--- src/hw/rtl/lph_pkg.sv ---
// ----------------------------------------------------------------------------
// lph_pkg
// shared constants, mode codes and the integer mix rounds of the hash set
// ----------------------------------------------------------------------------
package lph_pkg;

  localparam int TABLE_SIZE = 256;
  localparam int SLOT_W     = $clog2(TABLE_SIZE);
  localparam int SLOT_CAP   = TABLE_SIZE - 1;

  localparam int VALUE_W = 32;
  localparam int LIMIT_W = 8;
  localparam int COUNT_W = 9;

  localparam logic [LIMIT_W-1:0] LIMIT_RESET = 8'd255;

  // mix rounds: two hash steps per round
  localparam int             ROUND_W    = 2;
  localparam logic [ROUND_W-1:0] ROUND_FIRST = 2'd0;
  localparam logic [ROUND_W-1:0] ROUND_MID   = 2'd1;
  localparam logic [ROUND_W-1:0] ROUND_LAST  = 2'd2;

  localparam logic [31:0] MIX_C0 = 32'h7ed5_5d16;
  localparam logic [31:0] MIX_C1 = 32'hc761_c23c;
  localparam logic [31:0] MIX_C2 = 32'h1656_67b1;
  localparam logic [31:0] MIX_C3 = 32'hd3a2_646c;
  localparam logic [31:0] MIX_C4 = 32'hfd70_46c5;
  localparam logic [31:0] MIX_C5 = 32'hb55a_4f09;

  typedef enum logic [1:0] {
    MODE_ADD    = 2'd0,
    MODE_MEMBER = 2'd1,
    MODE_CLEAR  = 2'd2,
    MODE_NOP    = 2'd3
  } mode_e;

  function automatic logic [31:0] mix_pair(input logic [31:0] v,
                                           input logic [ROUND_W-1:0] rnd);
    logic [31:0] a;
    logic [31:0] b;
    a = '0;
    b = '0;
    case (rnd)
      ROUND_FIRST: begin
        a = (v + MIX_C0) + (v << 12);
        b = (a ^ MIX_C1) ^ (a >> 19);
      end
      ROUND_MID: begin
        a = (v + MIX_C2) + (v << 5);
        b = (a + MIX_C3) ^ (a << 9);
      end
      default: begin
        a = (v + MIX_C4) + (v << 3);
        b = (a ^ MIX_C5) ^ (a >> 16);
      end
    endcase
    return b;
  endfunction

endpackage

--- src/hw/rtl/lph_hash.sv ---
// ----------------------------------------------------------------------------
// lph_hash
// iterative six-step integer mix, two steps per cycle over three rounds
// ----------------------------------------------------------------------------
module lph_hash (
  input  logic                        clk_i,
  input  logic                        rst_ni,
  input  logic                        start_i,
  input  logic [lph_pkg::VALUE_W-1:0] value_i,
  output logic                        done_o,
  output logic [lph_pkg::VALUE_W-1:0] hash_o
);

  logic [lph_pkg::VALUE_W-1:0] acc_q, acc_d;
  logic [lph_pkg::ROUND_W-1:0] rnd_q, rnd_d;
  logic                        busy_q, busy_d;
  logic                        done_q, done_d;

  always_comb begin
    acc_d  = acc_q;
    rnd_d  = rnd_q;
    busy_d = busy_q;
    done_d = 1'b0;
    if (start_i) begin
      acc_d  = value_i;
      rnd_d  = lph_pkg::ROUND_FIRST;
      busy_d = 1'b1;
    end else if (busy_q) begin
      acc_d = lph_pkg::mix_pair(acc_q, rnd_q);
      rnd_d = rnd_q + 1'b1;
      if (rnd_q == lph_pkg::ROUND_LAST) begin
        busy_d = 1'b0;
        done_d = 1'b1;
      end
    end
  end

  always_ff @(posedge clk_i or negedge rst_ni) begin
    if (!rst_ni) begin
      rnd_q  <= lph_pkg::ROUND_FIRST;
      busy_q <= 1'b0;
      done_q <= 1'b0;
    end else begin
      rnd_q  <= rnd_d;
      busy_q <= busy_d;
      done_q <= done_d;
    end
  end

  always_ff @(posedge clk_i) begin
    acc_q <= acc_d;
  end

  assign done_o = done_q;
  assign hash_o = acc_q;

endmodule

--- config.mk ---
export PLATFORM = sky130hd
export DESIGN_NAME = lph_hash
export DESIGN_NICKNAME = d
export VERILOG_FILES = /design/src/hw/rtl/lph_pkg.sv /design/src/hw/rtl/lph_hash.sv
export SDC_FILE = /design/constraint.sdc
export NUM_CORES = 1
export LEC_CHECK = 0
export BUFFER_PORTS_ARGS = -buffer_cell sky130_fd_sc_hd__buf_4
export CAP_MARGIN = 0
export CELL_PAD_IN_SITES_DETAIL_PLACEMENT = 0
export CELL_PAD_IN_SITES_GLOBAL_PLACEMENT = 1
export CORE_MARGIN = 5
export CORE_UTILIZATION = 51
export DETAILED_ROUTE_END_ITERATION = 10
export GPL_TIMING_DRIVEN = 0
export MAX_ROUTING_LAYER = met4
export PLACE_DENSITY = 0.95
export SYNTH_ARGS = -nofsm -noshare
export SYNTH_HDL_FRONTEND = slang
export SYNTH_SLANG_ARGS = --single-unit
--- constraint.sdc ---
create_clock -name clk_i -period 10.1 [get_ports clk_i]
set_input_delay 0 -clock clk_i [delete_from_list [all_inputs] [get_ports clk_i]]
set_output_delay 0 -clock clk_i [all_outputs]
set_load 0.02 [all_outputs]
* Word level (Yosys, flattened, before mapping) *
Cells that the tools add are included.

operators by class
  div/mod/pow operators = 0
  reductions and logical operators = 2
  equal/unequal tests = 2
  $lt $le $gt $ge = 0
  bitwise operators = 5
  multiplexer cells = 11
  multiply operators = 0
  $add $sub $neg = 8
  shifts and indexed selects = 0

operator list
  cell                                                 number
  adder 32 bit                                         3
  adder 32 bit, second input constant                  2
  2-to-1 mux 32 bit                                    2
  case mux 32 bit (2 select lines)                     1
  adder 32 x 29 -> 32 bit, second input constant       1
  adder 32 x 31 -> 32 bit, second input constant       1
  bitwise XOR 32 x 13 -> 32 bit                        1
  bitwise XOR 32 x 16 -> 32 bit                        1
  bitwise XOR 32 bit                                   1
  NOT 16 bit                                           1
  NOT 15 bit                                           1
  2-to-1 mux 1 bit                                     6
  2-to-1 mux 2 bit                                     2
  adder 2 x 1 -> 2 bit, second input constant          1
  equality test 2 x 1 -> 1 bit, second input constant  1
  equality test 2 bit, second input constant           1
  logical NOT 2 bit                                    1
  nonzero test 2 bit                                   1

storage, ports and cells
  memory bits (writable) = 0
  flip-flop bits (word level) = 36
  memories kept = 0
  bits in latches = 0
  memory bits (read-only) = 0
  input bits = 35
  word-level logic and storage cells = 32
  output and inout port bits = 33

* Depth between registers and ports, before layout *
  depth in word-level cells = 7
  gate-level depth with buffers = 18
  gate-level depth less buffers = 16

* Worst setup path before layout *
OpenSTA, ideal clock, no wires.

  kind = register to register
  start point = register acc_q, in the netlist hash_o[3]
  end point = register acc_q, in the netlist hash_o[29] (data pin)
  arrival = 3.905 ns
  data required time = 9.830 ns
  period minus slack after synthesis = 4.175 ns
  stages on the path, launching flop included = 18
  setup slack = 5.925 ns
  path buffers = 1
  setup time = 0.270 ns
  cell sequence = edfxtp_1 > inv_1 > ha_1 > inv_1 > ha_1 > buf_6 > a211oi_4 > o21bai_2 > o31a_1 > or4_1 > a21o_1 > a21oi_2 > nand2_1 > o221ai_2 > o21bai_2 > xnor2_1 > a222oi_1 > a21oi_1

on the way
  longest elaborated chain between the ends = 7
  elaborated cells between the ends (all ways) = 14
  classes of those cells = add/sub (7); mux (3); bitwise (4)

ends and longest elaborated chain
  what                                                                 line                          source
  from (decl)                                                          lph_hash.sv:14                logic [lph_pkg::VALUE_W-1:0] acc_q, acc_d;
  from (signal assigned)                                               lph_hash.sv:51                acc_q <= acc_d;
  adder 32 x 29 -> 32 bit or adder 32 bit (tied branches)              lph_pkg.sv:49, lph_pkg.sv:53
  adder 32 bit, on equally long branches                               lph_pkg.sv:49, lph_pkg.sv:53
  adder 32 bit or NOT 16 bit (tied branches)                           n/a
  bitwise XOR 32 bit or bitwise XOR 32 x 16 -> 32 bit (tied branches)  lph_pkg.sv:50, lph_pkg.sv:54
  case mux 32 bit (2 select lines) *                                   lph_pkg.sv:43                 case (rnd)
  2-to-1 mux 32 bit *                                                  lph_hash.sv:28                end else if (busy_q) begin
  2-to-1 mux 32 bit *                                                  lph_hash.sv:24                if (start_i) begin
  named net acc_d (one bit)                                            lph_hash.sv:14

Mark *: on every way through the listed nets, which the timed path passes. The rest lies on a longest branch. The select of a mux whose other input is x is not followed.
A chain may end at the register's enable or synchronous reset.

* Worst setup path in the final report *
Same ends and word-level chain as after synthesis.

==> results.json <==
{
  "status": "finished, violations left",
  "failed_checks": "capacitance limit, slew limit",
  "place_ws_ns": 5.04,
  "firstDrtPassIters": 6,
  "cpPeakStageDelay_ns": 0.72,
  "clk_latency_ns": 0.29,
  "cts_hold_buf": 5,
  "synthCells": 1128,
  "cts.path.max_buffers": 2,
  "grt_pass1_vias": 8220,
  "min_period_over_period": 0.515,
  "cp.arrival_ns": 5.21,
  "cpLargestDelayFamily": "compound AO/OA/AOI/OAI gates",
  "numCtsBuffers": 5,
  "routed_wirelength_um": 29300,
  "die_area_um2": 20200,
  "htree_levels": 2,
  "timing.final.crit_period_ns": 5.21,
  "yosys_warnings": 0,
  "setup.worst_path.end": "hash_o[29]",
  "design_area_um2": 9880,
  "worstSetupStartpointType": "register",
  "syn_nets": 1327,
  "ys.flop_type": "edfxtp_1",
  "ant_nets": 0,
  "dpl_cell_area_um2": 9690,
  "fin_nets": 1407,
  "finalSetupTns_ns": 0,
  "setup_viol": 0,
  "tightest_slew_ns": 1.52,
  "wire_per_inst_um": 20.5,
  "ys_types": 90,
  "fmax_ghz": 0.192,
  "cpMaxStageDelayCell": "edfxtp_1",
  "drc": 0,
  "die_w_um": 142,
  "final_cell_mix": "ha_1, inv_1, xnor2_1",
  "path_clk_slew_ns": 0.06,
  "cts-root-buf": "clkbuf_16",
  "syn_avg_cell_area_um2": 7.89,
  "cp_cell_sequence": "inv_1 > ha_1 > inv_1 > ha_1 > buf_6 > nand4_2 > a211oi_2 > o211ai_1 > a211oi_1 > o41ai_2 > o311ai_1 > xnor2_1 > xnor2_1 > a222oi_1 > a21oi_1",
  "core_um2": 17200,
  "utilization": 0.573,
  "reg2reg_depth": 15,
  "hold_viol": 0,
  "cts_tree": "yes",
  "fillCellCount": 1642,
  "diodes": 0,
  "crit_start": "hash_o[3]",
  "drive_gt1_frac": 0.0960,
  "post_synth_instance_area_um2": 8900,
  "initial_utilization": 0.516,
  "worstSetupPathType": "reg2reg",
  "cp-end-kind": "register",
  "vias": 8687,
  "r2r_setup_slack_ns": 4.89,
  "grt_usage": 0.293,
  "portBuffers": 67,
  "grt_max_degree": 33,
  "synth_edf_count": 32,
  "ctsResizeCount": 0,
  "rr_endpoint": "hash_o[29]",
  "rows": 48,
  "hold_class": "in2reg",
  "cp_max_fo": 9,
  "cp_num_buf_inv": 3,
  "viasPerCell": 6.06,
  "slew_viol_final": 3,
  "cts_sinks": 36,
  "path_depth": 15,
  "worstReg2RegStart": "hash_o[3]",
  "grt-ovfl-total": 0,
  "hold_start": "value_i[6]",
  "area_growth_pct": 11.0,
  "post_cts_buffers": 0,
  "place_congestion": 1.10,
  "ios": 68,
  "slew_headroom": -0.0249,
  "skew_ns": 0.00468,
  "antenna_found_initial": 0,
  "die_y_um": 142,
  "async_reset_ff_frac": 0.111,
  "drt_iter0_drc": 713,
  "ys_ff_latch": 36,
  "layout_setup_ws_ns": 4.89,
  "rsz0062_at_grt": "false",
  "cap_violations": 1,
  "grt_pass1_wl_um": 44700,
  "hpwl_um": 24400,
  "layout_commonest_cell": "ha_1",
  "yosysSeqAreaShare": 0.119,
  "required_ns": 10.11
}
## worst reg2reg max path, delay by kind of cell (launching register included)
| kind | cells | cell delay, ns |
|---|---|---|
| buffers and inverters | 3 | 0.40 |
| flip-flops | 1 | 0.72 |
| XOR/XNOR | 2 | 0.37 |
| AND/OR/NAND/NOR | 1 | 0.17 |
| adder cells (fa/ha/maj) | 2 | 0.61 |
| AO/OA/AOI/OAI | 7 | 2.67 |
## synth_stat cells, types with 3 or more instances
cell type  instances  area share
o21a_1            12       0.010
nor4_1             3      0.0021
a22oi_1            9      0.0076
buf_2              4      0.0022
a31oi_1           10      0.0070
a221oi_1          13       0.013
o31ai_1            9      0.0076
nand2b_1          11      0.0077
inv_1            149       0.063
o21bai_1          13       0.011
or2_2              4      0.0028
and3_1            10      0.0070
dfrtp_1            4       0.011
nor2b_1           11      0.0077
xor2_1            29       0.029
a21o_1            41       0.035
nand2_1           61       0.026
nand4_1            9      0.0063
a21oi_2            4      0.0039
o311ai_0           4      0.0039
ha_1             163        0.23
a211o_1            5      0.0049
nor3_1            21       0.012
and2_1             5      0.0035
or3_1              7      0.0049
nand3_1           19       0.011
o21ai_0           36       0.020
o2111ai_1          3      0.0030
or4_1              4      0.0034
a2bb2oi_1          6      0.0059
a21boi_0           3      0.0025
o22ai_1            3      0.0021
a21oi_1           88       0.049
a41oi_1            3      0.0030
a211oi_1          11      0.0093
xnor2_1          112        0.11
clkbuf_1          23      0.0097
o211ai_1          12       0.010
nand3b_1           5      0.0042
a311o_1            3      0.0034
nor2_1            85       0.036
o21ai_1            4      0.0022
mux2i_1            5      0.0056
edfxtp_1          32        0.11
## cells by family after synthesis
group / share of synthesized area
AND/OR/NAND/NOR: 0.149
buffers and inverters: 0.0783
adder cells (fa/ha/maj): 0.231
XOR/XNOR: 0.146
flip-flops: 0.119
AO/OA/AOI/OAI: 0.270
multiplexers: 0.00689
## flip-flops by register name, indices dropped and copies added (netlist names)
register / flops
rnd_q: 2
busy_q: 1
hash_o: 32
done_o: 1
## cell type report
| cell class | instances | area [um^2] | area share |
|---|---|---|---|
| clock buffers | 6 | 129 | 0.0130 |
| clock inverters | 1 | 5.00 | 0.000507 |
| well taps | 225 | 282 | 0.0285 |
| flip-flops and latches | 36 | 1060 | 0.107 |
| multi-input cells | 911 | 7140 | 0.723 |
| inverters | 149 | 559 | 0.0566 |
| plain buffers | 32 | 138 | 0.0139 |
| repair buffers | 73 | 563 | 0.0570 |
## metrics by stage
stage               hold WS [ns]  instances
floorplan                 -0.296       1128
global placement          -0.203       1420
detailed placement        -0.203       1420
CTS                      0.00226       1432
global route              0.0187       1433
finish                   0.00786       1433
## metal layers
| layer | global-route usage | vias up | wire (um) |
|---|---|---|---|
| li1 | - | 4206 | - |
| met2 | 0.449 | 365 | 12700 |
| met3 | 0.0497 | 78 | 2610 |
| met4 | 0.112 | 0 | 1440 |
| met1 | 0.386 | 4038 | 12600 |
| met5 | - | - | 0 |
## worst min path at each step
stage	to	slack (ns)	cells after the start
2_1_floorplan	busy_q	-0.30	0
3_3_place_gp	done_o	-0.20	1
3_5_place_dp	done_o	-0.20	1
4_1_cts	hash_o[14]	0.002	2
5_1_grt	hash_o[5]	0.02	2
6_report	hash_o[6]	0.008	3
Power is left out: the tool's default activity adds up to more than one toggle a clock period on the data nets, which glitch-free logic cannot reach.
